==> src/swm_pkg.sv <==
// Shared types and constants for the sliding-window median filter.
package swm_pkg;

  localparam int MAX_WINDOW_DEF = 64;
  localparam int SAMPLE_W       = 32;
  localparam int MEDIAN_W       = 33;
  localparam int CFG_W          = 7;

  typedef logic signed [SAMPLE_W-1:0] sample_t;
  typedef logic signed [MEDIAN_W-1:0] median_t;

  // Command broadcast to every cell of the sorted chain.
  typedef struct packed {
    logic    clr;
    logic    rem;
    logic    ins;
    sample_t key;
  } cell_cmd_t;

endpackage

==> src/swm_cell.sv <==
// One slot of the sorted chain: clears on command, or removes or inserts by trading with its neighbors.
module swm_cell (
  input  logic               clk,
  input  logic               rst_n,
  input  swm_pkg::cell_cmd_t cmd,
  input  swm_pkg::sample_t   left_val,
  input  logic               left_gt,
  input  logic               left_occ,
  input  swm_pkg::sample_t   right_val,
  input  logic               right_occ,
  output swm_pkg::sample_t   val,
  output logic               occ,
  output logic               gt
);

  swm_pkg::sample_t val_r;
  swm_pkg::sample_t val_nxt;
  logic             occ_r;
  logic             occ_nxt;
  logic             ge_key;

  assign ge_key = occ_r && (val_r >= cmd.key);
  assign gt     = !occ_r || (val_r > cmd.key);
  assign val    = val_r;
  assign occ    = occ_r;

  always_comb begin
    val_nxt = val_r;
    occ_nxt = occ_r;
    if (cmd.clr) begin
      occ_nxt = 1'b0;
    end else if (cmd.rem) begin
      // first slot holding the key and every slot above it pull from the right
      if (ge_key) begin
        val_nxt = right_val;
      end
      occ_nxt = right_occ;
    end else if (cmd.ins) begin
      if (left_gt) begin
        val_nxt = left_val;
      end else if (gt) begin
        val_nxt = cmd.key;
      end
      occ_nxt = occ_r || left_occ;
    end
  end

  always_ff @(posedge clk) begin
    if (!rst_n) begin
      occ_r <= 1'b0;
    end else begin
      occ_r <= occ_nxt;
    end
  end

  always_ff @(posedge clk) begin
    val_r <= val_nxt;
  end

endmodule

==> config.mk <==
export PLATFORM = sky130hd
export DESIGN_NAME = swm_cell
export DESIGN_NICKNAME = d
export VERILOG_FILES = /design/src/swm_pkg.sv /design/src/swm_cell.sv
export SDC_FILE = /design/constraint.sdc
export NUM_CORES = 1
export LEC_CHECK = 0
export BUFFER_PORTS_ARGS = -buffer_cell sky130_fd_sc_hd__clkbuf_2
export CAP_MARGIN = 10
export CORE_UTILIZATION = 45
export CTS_CLUSTER_DIAMETER = 40
export DETAILED_ROUTE_END_ITERATION = 6
export PLACE_DENSITY = 0.85
export SYNTH_ARGS = -nofsm -noshare
export SYNTH_HDL_FRONTEND = slang
export SYNTH_SLANG_ARGS = --single-unit
==> constraint.sdc <==
create_clock -name clk -period 3.9 [get_ports clk]
set_input_delay 0.39 -clock clk [delete_from_list [all_inputs] [get_ports clk]]
set_output_delay 0.39 -clock clk [all_outputs]
set_load 0.02 [all_outputs]
## Word level (Yosys, flattened, before mapping)

Cells that the tools add are included.

- $add $sub $neg: 0
- $mul: 0
- Div/mod/pow operators: 0
- Order comparisons: 2
- Eq/ne operators: 1
- Shifts and indexed selects: 0
- Mux-type cells: 7
- Bitwise operators: 2
- Reductions and logical operators: 8

Operator list:

| cell | number |
|---|---|
| $mux 32 | 5 |
| $ge 32x32->1 | 1 |
| $gt 32x32->1 | 1 |
| $reduce_and 4->1 | 1 |
| $reduce_bool 3->1 | 1 |
| $logic_or 1x1->1 | 2 |
| $mux 1 | 2 |
| $ne 2x1->1 const B | 1 |
| $not 1->1 | 2 |
| $reduce_bool 2->1 | 1 |
| $reduce_or 2->1 | 1 |
| $logic_and 1x1->1 | 1 |
| $logic_not 1->1 | 1 |

- Register bits: 33
- Bits in latches: 0
- Bits in writable memories: 0
- ROM bits: 0
- Input port bits: 104
- Memories: 0

## Longest topological paths before layout

Gate-level depths: netlist of the first run.

- Depth after elaboration: 6
- Depth in mapped cells: 8

## Worst setup path before layout of the first run

No wires, ideal clock.

- Kind: reg2reg
- From: reg val_r[18] (netlist: val[18])
- To: reg val_r[0] (netlist: val[0]), enable pin
- Setup time: 0.425 ns
- Data arrival time: 3.115 ns
- Required time: 3.475 ns
- Path slack: 0.360 ns
- Stages on the path, launching flop included: 8
- Buffers on the path: 0
- Clock period less this slack: 3.540 ns
- Cells stage by stage: edfxtp_1 ha_1 a211oi_2 a211oi_1 o31ai_2 a21oi_1 a41o_1 o21ai_1

- Word-level cells in the longest chain between the ends: 4

RTL lines:

| item | RTL line | RTL |
|---|---|---|
| start: declaration | swm_cell.sv:16 | `swm_pkg::sample_t val_r;` |
| start signal: assignment | swm_cell.sv:57 | `val_r <= val_nxt;` |
| $ge 32x32->1 / $gt 32x32->1 (equally long branches) | swm_cell.sv:22, swm_cell.sv:23 |  |
| $logic_and 1x1->1 / $logic_or 1x1->1 (equally long branches) | swm_cell.sv:22, swm_cell.sv:23 |  |
| $ne 2x1->1 (no line) / $reduce_bool 3->1 (equally long branches) | n/a |  |
| $reduce_and 4->1 (no line) (*) | n/a |  |

Every way passes the cells marked *; elsewhere a longest branch is shown, timed or not.
A chain may end at the register's enable or synchronous reset.

## Final worst setup path of the first run

- From: reg val_r[31] (netlist: val[31])
- To: out gt

- Word-level cells in the longest chain between the ends: 2

RTL lines:

| item | RTL line | RTL |
|---|---|---|
| $gt 32x32->1 | swm_cell.sv:23 | `assign gt = !occ_r \|\| (val_r > cmd.key);` |
| $logic_or 1x1->1 | swm_cell.sv:23 |  |
| end: declaration | swm_cell.sv:13 | `output logic gt` |

No other way between the ends.

==> impl_metrics.toml, run 1 <==
[critical_path]
cp_slowest_cell = "edfxtp_1"
path_max_fanout = 3
cp.required_ns = 3.51
worstSetupEndpointType = "output pin"
r2r_end = "val[0]$_DFFE_PP_"
rr_worst_depth = 7
critPathBufInv = 1
startpoint_type = "register"
ff2ff_setup_slack_ns = 1.28
cp.arrival_ns = 2.42
slowest_delay_ns = 0.40
startpoint = "val[31]$_DFFE_PP_"
path_cells = "ha_1 > nand4_2 > nor4_2 > o41ai_1 > a41o_1 > o21ai_1 > clkbuf_2"
path_delay_family = "compound AO/OA/AOI/OAI gates"
crit_type = "reg2out"
reg2reg_from = "val[31]$_DFFE_PP_"

[detailed_routing]
routed_via_density = 5.061
route.detailed.drc = 0
antenna_left = 0
drt_iter0_drc = 83
drt-pass1-iter-count = 4
wl_per_cell_um = 12.91
routed-via-count = 2394
routed_wirelength_mm = 6.106

[clocking]
htreeDepth = 2
cts_sinks = 33
clk_pin_slew_ns = 0.06
tritoncts = "done"
clockBufferDepth = 2
clock-root-buffer = "clkbuf_8"
numCtsBuffers = 5
holdBufCountCts = 0
post_cts_buffers = 0
clk_latency_ns = 0.28
ctsResizeCount = 0

[pwr]
comb_power_share_pct = 27.1
power.density_nw_per_um2 = 272.0
irDropWorstVdd_mv = 0.1723
p_clk_share_pct = 26.4
p_sw_share_pct = 28.96
seq_power_share_pct = 46.5
p_leak_nw = 1.795
internal-power_w = 0.0006550
p_sw_w = 0.0002670

[timing]
fin_worst_skew_ns = 0.003743
finalCritPeriodShare_pct = 71.94
setup_viol = 0
layout_min_cycle_time_ns = 2.806
report.final.slew_viol_count = 0
max_freq_mhz = 356.4
finalHoldViolCount = 0
worstMarginPinSlew_ns = 0.6149
max_slew_margin_pct = 59.00
setup_slack_ns = 1.094
rsz0062_at_grt = "no"
fin_setup_tns_ns = 0

[die]
initial_core_util_pct = 46.48
die_y_um = 77.19
rows = 27
fp.dieArea_um2 = 5958
die_w_um = 77.19
io_pins = 138
placeableCoreArea_um2 = 5473

[layout]
final_cells = 473
drive_above_1_share_pct = 38.65
antenna_cells = 0
final_nets = 536
syn_to_final_growth_pct = 33.25

[synthesis]
post-synth-top-count-cell = "nand2_1"
synth_area_um2 = 2544
synthArstFlopShare_pct = 0
synth_top_cell_area_share_pct = 37.78
synthTopCellsByCount = "36 x nand2_1, 33 x inv_1, 33 x mux2i_1, 33 x o21ai_0"
yosysTopAreaCell = "edfxtp_1"
synth-edff-count = 32
ys_seq_area_share_pct = 38.56
synth_area_leaders = "edfxtp_1 38%, ha_1 16%, mux2i_1 13%, o21ai_0 6.5%, nand2_1 5.3%"
yosysUniqueCellTypes = 32
syn_inst = 264
ys_ff_latch = 33
ys_warn_count = 0
synth_fp_nets = 400
synthFlopType = "edfxtp_1"
syn_area_per_cell_um2 = 9.635

[worst_hold_path]
hold_end = "occ$_SDFFE_PP0N_"
hold_path.class = "in2reg"
min_from = "cmd[34]"
whs_path_depth = 2

[global_routing]
track_usage_pct = 20.99
antenna_found_initial = 0
grt_pass1_wl_mm = 10.12
grt-ovfl-total = 0
grt_pass1_vias = 2380
grt_max_degree = 37

[place]
placedCellCount = 465
gp_congestion = 0.8241
port_buffers = 137
pre_cts_ws_ns = 1.128
dp_hpwl_mm = 4.993

[outcome]
status = "complete, no violations"

[run]
cap_viol_max_count = 0
power groups by stage:
stage / Combinational [W] / Clock [W] / Sequential [W]
after floorplan: 0.000123 / 0 / 0.000459
after global placement: 0.000244 / 0 / 0.000435
after detailed placement: 0.000251 / 0 / 0.000436
after CTS: 0.000253 / 0.000249 / 0.000429
after global routing: 0.000280 / 0.000262 / 0.000431
final: 0.000250 / 0.000243 / 0.000429
registers in the layout (all words and copies together) (netlist names):
name,flops
val,32
occ,1
final cells by class:
type	count	area, um2
clock buffers	7	76.32
clock inverters	1	5.005
fillers	475	2083
inverters	33	123.9
multi-input cells	187	1405
flip-flops and latches	33	980.9
well taps	72	90.09
repair buffers	140	708.2
through the flow:
step	hold WS [ns]	util, %	power [W]	area, um2
floorplan	0.4661	-	0.0005812	2544
global placement	0.5758	60.45	0.0006788	3308
detailed placement	0.5801	60.45	0.0006874	3308
CTS	0.2828	61.93	0.0009303	3390
global route	0.2866	61.93	0.0009728	3390
finish	0.2867	61.93	0.0009220	3390
worst max-delay path by stage:
stage	endpoint	slack (ns)	depth (start not counted)
after CTS	gt	1.06	7
after global routing	gt	0.98	7
final	gt	1.09	7
after floorplan	val[0]$_DFFE_PP_	0.36	7
after global placement	val[0]$_DFFE_PP_	1.18	9
after detailed placement	val[4]$_DFFE_PP_	1.13	9
cells by family after synthesis:
kind of cell             count (synthesis)  share of synthesized area [%]
adder cells (fa/ha/maj)                 32                          15.74
multiplexers                            33                          12.99
AND/OR/NAND/NOR                         60                          11.61
buffers and inverters                   44                          6.640
AO/OA/AOI/OAI                           62                          14.46
flip-flops                              33                          38.56
per-layer routing:
| metal | GRT usage (%) | share of wire, % | up-vias |
|---|---|---|---|
| li1 | - | - | 1228 |
| met1 | 23.75 | 41 | 1085 |
| met2 | 39.47 | 53 | 75 |
| met3 | 3.452 | 4.3 | 6 |
| met4 | 6.792 | 1.2 | 0 |
| met5 | 0 | 0 | - |
layout by cell type, fill, tap and decap left out, drive strengths merged:
cell and count:
o31ai 1, ha 32, nor3b 2, clkbuf 144, o21a 1, o21ai 35
nand3 5, nor4 1, a41o 1, nor2 5, nor2b 1, o41ai 1
o21ba 1, a211oi 4, inv 33, a21boi 1, a21oi 12, a21o 4
dfxtp 1, edfxtp 32, clkinv 1, nor3 1, or2b 1, nand4 7
nand2 36, and4 1, buf 3, o211ai 1, mux2i 33
Note: power is estimated with default switching activity, not from simulation.
==> inputs of run 2 (changes only) <==
ABC_AREA = 1   (was default)
CORE_UTILIZATION = 41   (was 45)
PLACE_DENSITY = 0.81   (was 0.85)
clock period = 2.5 ns   (was 3.9 ns; I/O delays follow)
==> run 2 against run 1 <==
Effect of this change: sequential share of layout area down 2.4 points; area after synthesis up 0.34%; power up 66%; clock power up 60%; hold slack worse by 0.14 ns; combinational power up 91%; clock-buffer cell count down 1; largest power group unchanged.
==> impl_metrics.toml, run 2 <==
[place]
port_buffers = 137
dp_hpwl_mm = 5.749
gp_congestion = 0.8432
place_area_um2 = 3398

[detailed_routing]
routed_wirelength_mm = 7.501
drt_iter0_drc = 66
wl_per_cell_um = 13.42
routed_via_density = 5.048
route.detailed.drc = 0
routed-via-count = 2822
drt-pass1-iter-count = 7
antenna_left = 0

[layout]
stdcell_area_um2 = 3702
utilization_pct = 62.16
final_common_cell = "clkbuf_2"
final_nets = 619
largest_reg_flops = 32
antenna_cells = 0
final_cell_mix = "136 x clkbuf_2, 76 x a21oi_1, 68 x nand2_1"
drive_above_1_share_pct = 38.64
syn_to_final_growth_pct = 45.05

[synthesis]
synthFlopType = "edfxtp_1"
synth_fp_nets = 472
syn_inst = 336
yosysUniqueCellTypes = 22
synthAdderAreaFrac_pct = 15.69
synth_xor_xnor_area_share_pct = 0
synthMuxAreaShare_pct = 0
synth-edff-count = 32
yosysTopAreaCell = "edfxtp_1"
post-synth-top-count-cell = "a21oi_1"
synth_top_cell_area_share_pct = 37.65
synthTopCellsByCount = "78 x a21oi_1, 74 x nand2_1, 43 x nor2_1"
synth_top_family_by_area = "simple AND/OR/NAND/NOR gates"
ys_warn_count = 0
ys_seq_area_share_pct = 38.43
synth-simple-area-share_pct = 20.49
synth_area_leaders = "edfxtp_1 38%, ha_1 16%, a21oi_1 15%, nand2_1 11%, nor2_1 6.3%"
synthArstFlopShare_pct = 0
syn_area_per_cell_um2 = 7.597
ys_ff_latch = 33
synth_compound_area_share_pct = 17.11
synth_area_um2 = 2552

[global_routing]
track_usage_pct = 22.38
antenna_found_initial = 0
grt_max_degree = 33
grt_pass1_vias = 2548
grt_pass1_wl_mm = 11.12
grt-ovfl-total = 0

[clocking]
clk_latency_ns = 0.29
numCtsBuffers = 5
clock-root-buffer = "clkbuf_8"
cts_sinks = 33
htreeDepth = 2
clockBufferDepth = 2
clk_pin_slew_ns = 0.07
tritoncts = "done"

[critical_path]
path_max_fanout = 6
startpoint = "val[27]$_DFFE_PP_"
worstSetupEndpointType = "register"
cp.arrival_ns = 2.45
crit_type = "reg2reg"
startpoint_type = "register"
cp.required_ns = 2.50
reg2reg_from = "val[27]$_DFFE_PP_"

[pwr]
irDropWorstVdd_mv = 0.2975
p_total_w = 0.001533
p_leak_nw = 1.926
power.density_nw_per_um2 = 414.2

[timing]
finalHoldViolCount = 0
worstMarginPinSlew_ns = 0.5747
max_freq_mhz = 407.8
layout_min_cycle_time_ns = 2.452
max_slew_margin_pct = 61.64
report.final.slew_viol_count = 0
finalCritPeriodShare_pct = 98.08
rsz0062_at_grt = "yes"
fin_worst_skew_ns = 0.008837
setup_viol = 0

[run]
cap_viol_max_count = 0

[die]
die_y_um = 80.90
die_w_um = 80.90
fp.dieArea_um2 = 6545
io_pins = 138
placeableCoreArea_um2 = 5956
rows = 28
initial_core_util_pct = 42.86

[worst_hold_path]
min_from = "cmd[34]"
hold_path.class = "in2reg"

[outcome]
status = "complete, no violations"
[run 2: cell count changes in the layout (fill, tap and decap cells not counted), sizes merged, moves of 5 or more]
cell	delta
a21oi	+66
nand2	+40
nor2	+39
mux2i	-33
o21ai	-32
buf	+12
inv	+8
nand4	-5
[run 2: final timing paths]
path | end | slack, ns | cells past startpoint
min | occ$_SDFFE_PP0N_ | 0.15 | 2
min reg2reg | occ$_SDFFE_PP0N_ | 0.81 | 3
max | val[23]$_DFFE_PP_ | 0.05 | 14
max reg2reg | val[23]$_DFFE_PP_ | 0.05 | 14
[run 2: final cells by class]
type | instances | area [um2]
well taps | 75 | 93.84
flip-flops and latches | 33 | 980.9
clock buffers | 6 | 72.57
repair buffers | 154 | 907.1
multi-input cells | 247 | 1480
inverters | 42 | 157.7
fillers | 557 | 2253
clock inverters | 2 | 10.01
[run 2: kinds of logic (layout without fill, tap and decap cells)]
group | after synthesis | after routing
adder cells (fa/ha/maj) | 32 | 32
AO/OA/AOI/OAI | 85 | 85
buffers and inverters | 56 | 204
AND/OR/NAND/NOR | 130 | 130
flip-flops | 33 | 33
[run 2: per-stage QoR]
stage	cells	hold WS (ns)	TNS (ns)	setup WS, ns
4_1_cts	549	0.1315	0	0.05530
2_1_floorplan	336	0.3261	-4.278	-0.1337
6_report	559	0.1475	0	0.04807
5_1_grt	559	0.1410	-0.4932	-0.03166
3_3_place_gp	541	0.4392	0	0.1670
3_5_place_dp	541	0.4346	0	0.06576
[run 2: repair_timing]
item,CTS,global route
hold buffers,0,0
setup buffers,0,6
endpoints found under the setup margin,0,33
resized for setup,0,16
[run 2: critical path, stage by stage (launching register included)]
cell and delay [ns]:
edfxtp_1 0.43, ha_4 0.30, nand2_2 0.06, nor2_2 0.12, nand2_2 0.09, inv_2 0.06
nand4_1 0.10, or3_4 0.36, nand3_2 0.09, nand2_2 0.05, nand2_2 0.06, nand2_2 0.07
nor2_4 0.10, buf_12 0.14, clkbuf_16 0.15
[run 2: report_power, final]
group / internal [W] / total (W) / leakage (nW) / switching [W]
Combinational: 0.000217 / 0.000478 / 1.58 / 0.000261
Sequential: 0.000648 / 0.000667 / 0.304 / 0.0000189
Clock: 0.000193 / 0.000388 / 0.0450 / 0.000195
[run 2: layer usage]
layer	wire [um]	vias to the layer above	global-route usage (%)
met4	207	0	12.32
met3	302	17	2.697
met5	0	-	0
li1	-	1416	-
met1	3198	1295	26.21
met2	3792	94	39.50
==> inputs of run 3 (changes only) <==
SETUP_SLACK_MARGIN = 0.5   (was default)
==> run 3 against run 2 <==
Effect of this change: setup slack got worse by 0.029 ns; clock-buffer cell count unchanged; combinational power about the same; global-route usage increased by 0.17 points; die area unchanged; clock power about the same; highest routed layer unchanged; final cell count decreased by 0.18%; first-iteration DRC count decreased by 3.0%; critical path depth unchanged.
==> impl_metrics.toml, run 3 (synthesis results as in run 2) <==
[global_routing]
grt_pass1_wl_mm = 11.19
grt-ovfl-total = 0
track_usage_pct = 22.55
grt_max_degree = 33
antenna_found_initial = 0
grt_pass1_vias = 2581

[clocking]
clk_latency_ns = 0.29
clockBufferDepth = 2
tritoncts = "done"
clk_pin_slew_ns = 0.07
cts_sinks = 33
htreeDepth = 2
clock-root-buffer = "clkbuf_8"
numCtsBuffers = 5
holdBufCountCts = 0

[layout]
stdcell_area_um2 = 3700
seqCellArea_um2 = 980.9
syn_to_final_growth_pct = 44.95
drive_above_1_share_pct = 38.51
final_nets = 618
antenna_cells = 0
num-fill-cells = 552
final_common_cell = "clkbuf_2"
multi_input_area_um2 = 1494
utilization_pct = 62.12
final_cell_mix = "136 x clkbuf_2, 77 x a21oi_1, 67 x nand2_1"
largest_reg_flops = 32

[place]
gp_congestion = 0.8432
port_buffers = 137
place_area_um2 = 3398
dp_hpwl_mm = 5.749

[timing]
worstMarginPinSlew_ns = 0.5927
report.final.slew_viol_count = 0
fin_setup_tns_ns = 0
finalCritPeriodShare_pct = 99.22
max_freq_mhz = 403.1
layout_min_cycle_time_ns = 2.480
rsz0062_at_grt = "yes"
finalHoldViolCount = 0
max_slew_margin_pct = 60.44
fin_worst_skew_ns = 0.008893
setup_viol = 0

[die]
rows = 28
die_y_um = 80.90
fp.dieArea_um2 = 6545
placeableCoreArea_um2 = 5956
io_pins = 138
die_w_um = 80.90
initial_core_util_pct = 42.86

[critical_path]
cp.arrival_ns = 2.48
path_max_fanout = 5
crit_type = "reg2reg"
ff2ff_setup_slack_ns = 0.02
reg2reg_from = "val[25]$_DFFE_PP_"
rr_worst_depth = 14
r2r_end = "val[23]$_DFFE_PP_"
startpoint_type = "register"
cp.required_ns = 2.50
worstSetupEndpointType = "register"

[detailed_routing]
route.detailed.drc = 0
drt_iter0_drc = 64
routed-via-count = 2853
wl_per_cell_um = 13.53
drt-pass1-iter-count = 6
antenna_left = 0
routed_wirelength_mm = 7.547
routed_via_density = 5.113

[pwr]
seq_power_share_pct = 43.4
p_clk_share_pct = 25.4
internal-power_w = 0.001057
p_sw_share_pct = 31.21
comb_power_share_pct = 31.2
power.density_nw_per_um2 = 415.2
p_sw_w = 0.0004795
p_leak_nw = 1.925
irDropWorstVdd_mv = 0.2975

[worst_hold_path]
hold_end = "occ$_SDFFE_PP0N_"
hold_path.class = "in2reg"
min_from = "cmd[34]"
whs_path_depth = 2

[run]
cap_viol_max_count = 0

[outcome]
status = "complete, no violations"
-- run 3: changes by cell type in the layout (fill, tap and decap cells not counted) --
cell,previous run,this run
a21oi_1,76,77
a21oi_2,2,1
buf_2,1,0
clkbuf_16,3,2
clkbuf_8,5,6
nand2_1,68,67
nand2_2,7,6
nand2_4,1,3
nor2_2,3,2
nor2_4,2,3
-- run 3: per-stage QoR --
stage,power [W],hold WS (ns),instances,setup slack (ns)
global placement,0.001095,0.4392,541,0.1670
finish,0.001536,0.1458,558,0.01950
global route,0.001624,0.1410,558,-0.05221
floorplan,0.0009257,0.3261,336,-0.1337
detailed placement,0.001109,0.4346,541,0.06576
CTS,0.001509,0.1315,551,0.06673
-- run 3: worst max-delay path: stages (launching register included) --
cell and delay, ns:
edfxtp_1 0.44, ha_4 0.30, nand2_1 0.06, nor2_2 0.09
nand2_2 0.09, inv_2 0.06, nand4_1 0.10, or3_4 0.36
nand3_2 0.09, nand2_2 0.06, nand2_2 0.07, nand2_2 0.07
nor2_4 0.13, buf_12 0.14, clkbuf_16 0.14
-- run 3: worst max-delay path by stage --
stage                      start                end  slack [ns]  cells after the start
3_5_place_dp   val[31]$_DFFE_PP_  val[20]$_DFFE_PP_        0.07                     13
5_1_grt        val[31]$_DFFE_PP_  val[23]$_DFFE_PP_       -0.05                     14
6_report       val[25]$_DFFE_PP_  val[23]$_DFFE_PP_        0.02                     14
2_1_floorplan  val[31]$_DFFE_PP_   val[0]$_DFFE_PP_       -0.13                     12
3_3_place_gp   val[27]$_DFFE_PP_  val[21]$_DFFE_PP_        0.17                     13
4_1_cts        val[27]$_DFFE_PP_  val[25]$_DFFE_PP_        0.07                     13
-- run 3: final cells by class --
class / instances / share of cell area (%)
clock buffers: 6 / 1.961
well taps: 75 / 2.536
multi-input cells: 247 / 40.38
clock inverters: 2 / 0.2705
inverters: 42 / 4.261
flip-flops and latches: 33 / 26.51
repair buffers: 153 / 24.08
-- run 3: power groups by stage --
stage	sequential (W)	clock, W	combinational [W]
floorplan	0.000710	0	0.000215
finish	0.000667	0.000390	0.000479
CTS	0.000666	0.000403	0.000440
global placement	0.000675	0	0.000419
detailed placement	0.000678	0	0.000431
global route	0.000670	0.000422	0.000532
-- run 3: layer usage --
metal / share of wire, % / track usage (%) / wire, um / vias to the layer above
met3: 4.4 / 3.034 / 333 / 21
li1: - / - / - / 1412
met4: 2.8 / 11.79 / 208 / 0
met5: 0 / 0 / 0 / -
met1: 43 / 26.00 / 3236 / 1303
met2: 50 / 40.34 / 3768 / 117
-- run 3: timing repair --
action | in CTS | in global routing
gates resized for setup | 4 | 16
cloned | 0 | 3
buffers inserted | 2 | 4
setup endpoints to repair | 33 | 33
pin swaps | 0 | 1
endpoints found under the hold margin | 0 | 0
